===== src/hw/rtl/fgbk_pkg.sv =====
// shared types and constants for the fixed-gain barometric tracker
`default_nettype none

package fgbk_pkg;

  // configuration register indexes
  localparam int unsigned CfgIdxW = 3;
  typedef enum logic [CfgIdxW-1:0] {
    CFG_GAIN_PRESSURE     = 3'd0,
    CFG_GAIN_SPEED        = 3'd1,
    CFG_GAIN_ACCEL        = 3'd2,
    CFG_TIME_STEP         = 3'd3,
    CFG_HALF_STEP_SQUARED = 3'd4
  } cfg_idx_t;

  // reset values: 0.096 s and 0.004608 s^2 in unsigned 0.16
  localparam logic [15:0] TimeStepReset     = 16'd6291;
  localparam logic [15:0] HalfStepSqReset   = 16'd302;

  // configuration register file contents
  typedef struct packed {
    logic [31:0] gain_pressure;
    logic [31:0] gain_speed;
    logic [31:0] gain_accel;
    logic [15:0] time_step;
    logic [15:0] half_step_squared;
  } cfg_regs_t;

  // sequencer states
  typedef enum logic [9:0] {
    ST_IDLE = 10'b00_0000_0001,
    ST_M0   = 10'b00_0000_0010,
    ST_M1   = 10'b00_0000_0100,
    ST_M2   = 10'b00_0000_1000,
    ST_M3   = 10'b00_0001_0000,
    ST_M4   = 10'b00_0010_0000,
    ST_M5   = 10'b00_0100_0000,
    ST_M6   = 10'b00_1000_0000,
    ST_M7   = 10'b01_0000_0000,
    ST_DONE = 10'b10_0000_0000
  } state_t;

endpackage

`default_nettype wire


===== src/hw/rtl/fgbk_cfg.sv =====
// configuration register file for the tracker gains and step constants
`default_nettype none

module fgbk_cfg (
  input  wire logic                        clk,
  input  wire logic                        rst,
  input  wire logic                        cfg_we,
  input  wire logic [fgbk_pkg::CfgIdxW-1:0] cfg_index,
  input  wire logic [31:0]                 cfg_data,
  output fgbk_pkg::cfg_regs_t              regs
);

  // register writes, unknown indexes ignored
  always_ff @(posedge clk) begin
    if (rst) begin
      regs.gain_pressure     <= 32'd0;
      regs.gain_speed        <= 32'd0;
      regs.gain_accel        <= 32'd0;
      regs.time_step         <= fgbk_pkg::TimeStepReset;
      regs.half_step_squared <= fgbk_pkg::HalfStepSqReset;
    end else if (cfg_we) begin
      unique case (cfg_index)
        fgbk_pkg::CFG_GAIN_PRESSURE:     regs.gain_pressure     <= cfg_data;
        fgbk_pkg::CFG_GAIN_SPEED:        regs.gain_speed        <= cfg_data;
        fgbk_pkg::CFG_GAIN_ACCEL:        regs.gain_accel        <= cfg_data;
        fgbk_pkg::CFG_TIME_STEP:         regs.time_step         <= cfg_data[15:0];
        fgbk_pkg::CFG_HALF_STEP_SQUARED: regs.half_step_squared <= cfg_data[15:0];
        default: ;
      endcase
    end
  end

endmodule

`default_nettype wire


===== src/hw/rtl/fgbk_mul.sv =====
// shared 16x32 multiplier, low 32 bits of the product, registered
`default_nettype none

module fgbk_mul (
  input  wire logic        clk,
  input  wire logic [15:0] op_a,
  input  wire logic [31:0] op_b,
  output logic      [31:0] prod
);

  logic signed [47:0] full;

  // signed 16-bit times 32-bit pattern, wraps modulo 2^32
  always_comb begin
    full = 48'($signed(op_a)) * 48'($signed(op_b));
  end

  always_ff @(posedge clk) begin
    prod <= full[31:0];
  end

endmodule

`default_nettype wire


===== src/hw/rtl/fixed_gain_baro_kalman_top.sv =====
// Fixed-gain alpha-beta-gamma pressure tracker on one shared multiplier.
// An init request loads the sample and goes straight to completion; an update
// request steps through M0 to M7, six passes through the one multiplier.
// A new request is taken only while idle, once the last result has been loaded.
// Reset (rst, synchronous): estimates cleared, gains zero, step 6291, half
// step squared 302, no result pending.
`default_nettype none

module fixed_gain_baro_kalman_top (
  input  wire logic                         clk,
  input  wire logic                         rst,
  // configuration
  input  wire logic                         cfg_we,
  input  wire logic [fgbk_pkg::CfgIdxW-1:0] cfg_index,
  input  wire logic [31:0]                  cfg_data,
  // request channel
  input  wire logic                         in_valid,
  output logic                              in_stall,
  input  wire logic                         func,
  input  wire logic [16:0]                  pressure_sample,
  // result channel
  output logic                              out_valid,
  input  wire logic                         out_stall,
  output logic      [23:0]                  filtered_pressure,
  output logic signed [15:0]                pressure_rate,
  output logic signed [15:0]                pressure_accel
);

  fgbk_pkg::cfg_regs_t cfg;
  fgbk_pkg::state_t    state;

  logic [31:0] est_pressure;
  logic [31:0] est_speed;
  logic [31:0] est_accel;
  logic [31:0] sum;
  logic [15:0] sample_lo;
  logic [15:0] innov;
  logic [15:0] innov_next;
  logic [15:0] mul_a;
  logic [31:0] mul_b;
  logic [31:0] prod;
  logic        in_take;
  logic        out_load;

  function automatic logic [31:0] asr8(input logic [31:0] v);
    asr8 = {{8{v[31]}}, v[31:8]};
  endfunction

  fgbk_cfg u_cfg (
    .clk       (clk),
    .rst       (rst),
    .cfg_we    (cfg_we),
    .cfg_index (cfg_index),
    .cfg_data  (cfg_data),
    .regs      (cfg)
  );

  fgbk_mul u_mul (
    .clk  (clk),
    .op_a (mul_a),
    .op_b (mul_b),
    .prod (prod)
  );

  assign in_stall = (state != fgbk_pkg::ST_IDLE);
  assign in_take  = in_valid && !in_stall;
  assign out_load = (state == fgbk_pkg::ST_DONE) && (!out_valid || !out_stall);

  // wrapped 16-bit innovation against the predicted estimate
  assign innov_next = sample_lo - est_pressure[23:8];

  // multiplier operand selection per step
  always_comb begin
    mul_a = est_speed[31:16];
    mul_b = {16'd0, cfg.time_step};
    unique case (state)
      fgbk_pkg::ST_M1: begin
        mul_a = est_accel[31:16];
        mul_b = {16'd0, cfg.half_step_squared};
      end
      fgbk_pkg::ST_M2: begin
        mul_a = est_accel[31:16];
        mul_b = {16'd0, cfg.time_step};
      end
      fgbk_pkg::ST_M4: begin
        mul_a = innov_next;
        mul_b = cfg.gain_pressure;
      end
      fgbk_pkg::ST_M5: begin
        mul_a = innov;
        mul_b = cfg.gain_speed;
      end
      fgbk_pkg::ST_M6: begin
        mul_a = innov;
        mul_b = cfg.gain_accel;
      end
      default: ;
    endcase
  end

  // sequencer
  always_ff @(posedge clk) begin
    if (rst) begin
      state <= fgbk_pkg::ST_IDLE;
    end else begin
      unique case (state)
        fgbk_pkg::ST_IDLE: begin
          if (in_take) state <= func ? fgbk_pkg::ST_M0 : fgbk_pkg::ST_DONE;
        end
        fgbk_pkg::ST_M0: state <= fgbk_pkg::ST_M1;
        fgbk_pkg::ST_M1: state <= fgbk_pkg::ST_M2;
        fgbk_pkg::ST_M2: state <= fgbk_pkg::ST_M3;
        fgbk_pkg::ST_M3: state <= fgbk_pkg::ST_M4;
        fgbk_pkg::ST_M4: state <= fgbk_pkg::ST_M5;
        fgbk_pkg::ST_M5: state <= fgbk_pkg::ST_M6;
        fgbk_pkg::ST_M6: state <= fgbk_pkg::ST_M7;
        fgbk_pkg::ST_M7: state <= fgbk_pkg::ST_DONE;
        fgbk_pkg::ST_DONE: begin
          if (out_load) state <= fgbk_pkg::ST_IDLE;
        end
        default: state <= fgbk_pkg::ST_IDLE;
      endcase
    end
  end

  // estimate state: predict then correct, one product per step
  always_ff @(posedge clk) begin
    if (rst) begin
      est_pressure <= 32'd0;
      est_speed    <= 32'd0;
      est_accel    <= 32'd0;
    end else begin
      if (in_take && !func) begin
        est_pressure <= {7'd0, pressure_sample, 8'd0};
      end
      unique case (state)
        fgbk_pkg::ST_M3: begin
          est_pressure <= est_pressure + asr8(sum);
          est_speed    <= est_speed + prod;
        end
        fgbk_pkg::ST_M5: est_pressure <= est_pressure + asr8(prod);
        fgbk_pkg::ST_M6: est_speed    <= est_speed + prod;
        fgbk_pkg::ST_M7: est_accel    <= est_accel + prod;
        default: ;
      endcase
    end
  end

  // working registers
  always_ff @(posedge clk) begin
    if (in_take) sample_lo <= pressure_sample[15:0];
    if (state == fgbk_pkg::ST_M1) sum <= prod;
    if (state == fgbk_pkg::ST_M2) sum <= sum + prod;
    if (state == fgbk_pkg::ST_M4) innov <= innov_next;
  end

  // result register
  always_ff @(posedge clk) begin
    if (rst) begin
      out_valid <= 1'b0;
    end else if (out_load) begin
      out_valid <= 1'b1;
    end else if (!out_stall) begin
      out_valid <= 1'b0;
    end
  end

  always_ff @(posedge clk) begin
    if (out_load) begin
      filtered_pressure <= est_pressure[31:8];
      pressure_rate     <= $signed(est_speed[31:16]);
      pressure_accel    <= $signed(est_accel[31:16]);
    end
  end

`ifndef SYNTHESIS
  // an update request starts the multiply sequence
  a_update_start: assert property (@(posedge clk) disable iff (rst)
    (in_take && func) |=> (state == fgbk_pkg::ST_M0))
    else $error("update request did not start the sequence");

  // an init request loads a whole-pascal estimate
  a_init_load: assert property (@(posedge clk) disable iff (rst)
    (in_take && !func) |=> (est_pressure[7:0] == 8'd0 && state == fgbk_pkg::ST_DONE))
    else $error("init request loaded a wrong estimate");

  // a finished request lands in the result register and frees the block
  a_result_load: assert property (@(posedge clk) disable iff (rst)
    out_load |=> (out_valid && state == fgbk_pkg::ST_IDLE))
    else $error("result not presented after completion");

  // the last correction step always hands over to completion
  a_seq_end: assert property (@(posedge clk) disable iff (rst)
    (state == fgbk_pkg::ST_M7) |=> (state == fgbk_pkg::ST_DONE))
    else $error("sequence did not reach completion");
`endif

endmodule

`default_nettype wire

===== config.mk =====
export PLATFORM = sky130hd
export DESIGN_NAME = fixed_gain_baro_kalman_top
export DESIGN_NICKNAME = d
export VERILOG_FILES = /design/src/hw/rtl/fgbk_pkg.sv /design/src/hw/rtl/fgbk_cfg.sv /design/src/hw/rtl/fgbk_mul.sv /design/src/hw/rtl/fixed_gain_baro_kalman_top.sv
export SDC_FILE = /design/constraint.sdc
export NUM_CORES = 2
export LEC_CHECK = 0
export ABC_AREA = 1
export BUFFER_PORTS_ARGS = -buffer_cell sky130_fd_sc_hd__buf_2
export CAP_MARGIN = 30
export CORE_MARGIN = 8
export CORE_UTILIZATION = 45
export DETAILED_ROUTE_END_ITERATION = 7
export PLACE_DENSITY = 0.66
export SLEW_MARGIN = 20
export SYNTH_ARGS = -nofsm -noshare
export SYNTH_HDL_FRONTEND = slang
export SYNTH_SLANG_ARGS = --single-unit

===== constraint.sdc =====
create_clock -name clk -period 18 [get_ports clk]
set_input_delay 1.8 -clock clk [delete_from_list [all_inputs] [get_ports clk]]
set_output_delay 1.8 -clock clk [all_outputs]
set_load 0.02 [all_outputs]

* After elaboration in Yosys (flattened, before gate mapping)
Cells that the tools add are included.
** Operators by class
- $mul :: 1
- Eq/ne operators :: 18
- Mux-type cells :: 12
- Add/subtract/negate cells :: 6
- Reductions and logical operators :: 20
** Operators with widths (count)
- $add 32x32->32 :: 5
- $pmux 32 s4 :: 1
- $pmux 10 s10 :: 1
- $mux 32 :: 3
- $pmux 32 s2 :: 1
- $pmux 16 s3 :: 1
- $mul 16x32->32 :: 1
- $mux 10 :: 3
- $sub 16x16->16 :: 1
- $reduce_and 2->1 :: 6
- $eq 10x1->1 const B :: 1
- $eq 10x10->1 const B :: 1
- $eq 10x2->1 const B :: 1
- $eq 10x3->1 const B :: 1
- $eq 10x4->1 const B :: 1
- $eq 10x5->1 const B :: 1
- $eq 10x6->1 const B :: 1
- $eq 10x7->1 const B :: 1
- $eq 10x8->1 const B :: 1
- $eq 10x9->1 const B :: 1
- $ne 10x1->1 const B :: 1
- $eq 3x2->1 const B :: 2
- $reduce_or 2->1 :: 3
- $logic_not 1->1 :: 4
- 10 further kinds :: 14
** Word-level totals
- Register bits :: 387
- Bits of input ports :: 58
- Output and inout bits :: 58
- Logic and storage cells :: 74

* Logic depth before layout (Yosys ltp)
- Depth in word-level cells :: 6
- Mapped depth :: 44

* Hierarchy
From an unflattened synthesis, not the netlist that was laid out.
** Second synthesis, totals
- Cell total of the unflattened synthesis :: 5573
- Area, all modules :: 37960.2 µm²
** Modules (own cells, without submodules)
- fixed_gain_baro_kalman_top :: times used 1, seq. area each 5745.5 µm², area an instance 19308.5 µm², cells each 3022
- fgbk_mul :: times used 1, seq. area each 640.6 µm², area an instance 13554.2 µm², cells each 1818
- fgbk_cfg :: times used 1, seq. area each 2562.5 µm², area an instance 5097.4 µm², cells each 733

* Worst setup path before layout
No wires, ideal clock.
- Path kind :: reg-to-reg
- Start point :: register sample_lo[0]
- End point :: register u_mul.prod[31]
- Setup time :: 0.109 ns
- Arrival :: 6.925 ns
- Path buffers :: 3
- Path slack :: 10.967 ns
- Cell stages (with the launch flop) :: 41
- Period minus slack after synthesis :: 7.033 ns
- Cell sequence :: edfxtp_1 -> inv_1 -> ha_1 -> inv_1 -> fa_1 -> nand3_1 -> nand2_1 -> nand2_1 -> nand2_1 -> nand2_1 -> nand3_1 -> nand3_1 -> nand2_2 -> inv_2 -> clkbuf_1 -> clkbuf_1 -> nand2_1 -> fa_1 -> [5 not listed] -> inv_1 -> fa_1 -> inv_1 -> ha_1 -> clkbuf_1 -> a21oi_1 -> inv_1 -> a31oi_1 -> o31ai_1 -> a221oi_1 -> a21o_1 -> nand2_1 -> inv_1 -> nand2_1 -> nand2_1 -> nand2_1 -> nand2_1 -> inv_1
** Between the ends
- Cells in the longest elaborated chain, start to end :: 3
** RTL lines
- start: declaration :: RTL line fixed_gain_baro_kalman_top.sv:36 : logic [15:0] sample_lo;
- start signal: assignment :: RTL line fixed_gain_baro_kalman_top.sv:151 : if (in_take) sample_lo <= pressure_sample[15:0];
- $sub 16x16->16 :: RTL line fixed_gain_baro_kalman_top.sv:70 : assign innov_next = sample_lo - est_pressure[23:8];
- $pmux 16 s3 :: RTL line fixed_gain_baro_kalman_top.sv:76 : unique case (state)
- $mul 16x32->32 :: RTL line fgbk_mul.sv:15 : full = 48'($signed(op_a)) * 48'($signed(op_b));
- via u_mul.full[31] :: RTL line fgbk_mul.sv:11 : logic signed [47:0] full;
- end signal: assignment :: RTL line fgbk_mul.sv:19 : prod <= full[31:0];
- end: declaration :: RTL line fgbk_mul.sv:8 : output logic [31:0] prod
The timed path passes the listed nets, and every way through them passes these cells.
A chain may end at the register's enable or synchronous reset.

* Worst setup path in the final report
- Start point :: register state[9]
- End point :: register u_mul.prod[31]
** Between the ends
- Cells in the longest elaborated chain, start to end :: 4
- Elaborated cells between the ends (all ways) :: 10
** RTL lines
- start: declaration :: RTL line fixed_gain_baro_kalman_top.sv:30 : fgbk_pkg::state_t state;
- start signal: assignment :: RTL line fixed_gain_baro_kalman_top.sv:104 : state <= fgbk_pkg::ST_IDLE;
- start signal: assignment :: RTL line fixed_gain_baro_kalman_top.sv:108 : if (in_take) state <= func ? fgbk_pkg::ST_M0 : fgbk_pkg::ST_DONE;
- start signal: assignment :: RTL line fixed_gain_baro_kalman_top.sv:110 : fgbk_pkg::ST_M0: state <= fgbk_pkg::ST_M1;
- $eq 10x8->1 (tied with other cells) :: RTL line fixed_gain_baro_kalman_top.sv:76
- $reduce_or 2->1 (no source line)
- $pmux 16 s3 :: RTL line fixed_gain_baro_kalman_top.sv:76
- $mul 16x32->32 (*) :: RTL line fgbk_mul.sv:15
- via u_mul.full[31] :: RTL line fgbk_mul.sv:11
Mark *: on every way through the listed nets, which the timed path passes. The rest lies on a longest branch.

==> run metrics <==
outcome finished, final reports clean; GRT Overall Usage 0.248; commonest non-fill, non-tap cell in the layout nand2_1; area of the die 85800 µm²; Worst-Skew Late Latency 0.61 ns; Chip Width 293 µm; wire per inst 19.0 µm; Tcrit/Tclk final 0.484; postcts setup bufs 0; nets@finish 5221; Metal-1 WL 47.9 mm; port bufs 115; slowest CP cell clkinv_1; uppermost layer routed met5; clk sink count 387; Mapped Area 34500 µm²; Reg power frac 0.440; EDFF count, synth 120; via count 30400; CP Class reg -> reg; CORE AREA 75900 µm²; post-route worst setup slack 9.29 ns; Post-Place Setup Slack 9.52 ns; sw frac 0.257; worst-path maximum fanout 49; most frequent cells in the layout nand2_1 (860), inv_1 (836), nor2_1 (541); setup TNS 0 ns; FMAX 0.115 GHz; RSZ-0062 raised after global routing no; syn_nets 5151; vias in the first global route 29700; first-pass GRT wire length 169 mm; Worst setup EP type flip-flop; Max Slew Vio Count 0; Setup crit start kind flip-flop; TritonCTS Buffers 47; FFs w/ async S/R, synth 0; Synth warnings 0; Max VDD drop 0.0704 mV; clock power share 0.473; height of the die 293 µm; Rows 101; Hold Path Class reg -> reg; Initial Util 0.454; Gate power share 0.087; Iter 0 DRT Violations 2623; dpl hpwl 84.1 mm; clk slew on worst S/H paths 0.06 ns; Internal Power 1.57 mW; met2 WL 47.7 mm; GPL Wtd Cong 0.966; Antenna Violating Nets Remaining 0; Fin Clk Skew 0.0383 ns; sequential cell area fraction in the yosys report 0.259; total gr overflow 0; # resized after CTS 0; layout cells sized above 1 0.0729; largest net degree at the start of global routing 94; Yosys reg bits 387; top_reg_cell synth dfxtp_1; Worst-Margin Slew 1.02 ns; Worst EP arrival 9.20 ns; minimum clock period 8.71 ns; drt total wl 108 mm; drt drc 0; Net Sw Power 0.545 mW; first drt pass iteration count 6; Max clock buf depth 3; Root Driver clkbuf_16; met3 WL 8.75 mm; CP required 18.50 ns; fill count 7478; H-tree depth 2; antenna violations before repair 5; Final Setup Violations 0; num ports 116; Leak 18.6 nW; Power Density 56.1 nW/µm²; TritonCTS clock tree yes; Area growth, synth to finish 9.55%; Hold Vio Cnt, Final 0; distinct cell type count after synthesis 61; via density per instance 5.33; Syn Inst Count 4553; Hold-fix buffers, CTS 0; Critical Path Max Stage Delay 0.73 ns; Mean Syn Cell Area 7.58 µm²; maxcap violations 0; Slew headroom 0.317
[power by group through the flow]
stage	clock, mW	sequential [mW]	combinational, mW
floorplan	0	0.950	0.119
global route	1.05	0.935	0.205
finish	1.00	0.933	0.184
CTS	1.02	0.933	0.181
global placement	0	0.952	0.176
detailed placement	0	0.952	0.180
[cell families (layout without fill, tap and decap cells)]
kind of cell,count (synthesis),count (layout),share of synthesized area
AOI/OAI and AO/OA,797,797,0.131
xor gates and xnor gates,87,87,0.0221
adders and majority gates,540,540,0.263
buffers and inverters,999,1107,0.112
DFF,387,387,0.259
other,0,4,0
and+or+nand+nor,1743,1743,0.213
[flip-flops by register name, indices dropped and copies added (netlist names)]
register / flops
est_accel: 32
est_pressure: 32
est_speed: 32
filtered_pressure: 24
innov: 16
out_valid: 1
pressure_accel: 16
pressure_rate: 16
sample_lo: 16
state: 10
sum: 32
u_cfg.regs: 128
u_mul.prod: 32
[metrics by stage]
step	util	total power, mW	std cells	hold slack [ns]	area [µm²]
final	0.498	2.12	5695	0.448	37800
after global routing	0.498	2.19	5692	0.467	37800
after CTS	0.497	2.13	5689	0.449	37800
after detailed placement	0.476	1.13	5602	0.441	36100
after global placement	0.475	1.13	5599	0.435	36100
after floorplan	-	1.07	4553	0.425	34500
[metal layers]
metal / up-vias / track usage
met5: - / 0
met4: 4 / 0.0878
met3: 236 / 0.0461
met2: 1185 / 0.394
met1: 14400 / 0.339
li1: 14600 / -
[cell type report]
| cell class | instances | area [µm²] | area share |
|---|---|---|---|
| Multi-Input combinational cell | 3167 | 21700 | 0.575 |
| Sequential cell | 387 | 8950 | 0.237 |
| Inverter | 864 | 3250 | 0.0861 |
| Clock buffer | 63 | 1300 | 0.0343 |
| Tap cell | 1030 | 1290 | 0.0341 |
| Timing Repair Buffer | 156 | 951 | 0.0252 |
| Clock inverter | 24 | 324 | 0.00857 |
| Antenna cell | 4 | 10.0 | 0.000265 |
[final timing paths]
check                      from              to  slack [ns]  depth (start not counted)
setup reg to reg       state[9]  u_mul.prod[31]        9.29                         32
hold reg to reg   u_cfg.regs[9]   u_cfg.regs[9]        0.45                          2
setup / recovery       state[9]  u_mul.prod[31]        9.29                         32
hold / removal    u_cfg.regs[9]   u_cfg.regs[9]        0.45                          2
[cell usage after synthesis, drive strengths merged (32+ instances only)]
master / number / area share
o21ai: 339 / 0.050
clkbuf: 103 / 0.011
edfxtp: 120 / 0.10
nand2: 873 / 0.097
xor2: 61 / 0.015
inv: 854 / 0.093
dfxtp: 267 / 0.15
nand3: 173 / 0.028
nor2: 562 / 0.064
ha: 231 / 0.084
buf: 32 / 0.0065
nor3: 38 / 0.0055
or2: 36 / 0.0065
fa: 309 / 0.18
a21oi: 280 / 0.041
[worst max-delay path: cells and delay by family (launching register included)]
family	cells	cell delay, ns
adders and majority gates	7	3.32
buffers and inverters	8	1.13
AOI/OAI and AO/OA	4	0.93
and+or+nand+nor	13	2.81
DFF	1	0.36
Note: power is estimated with default switching activity, not from simulation.
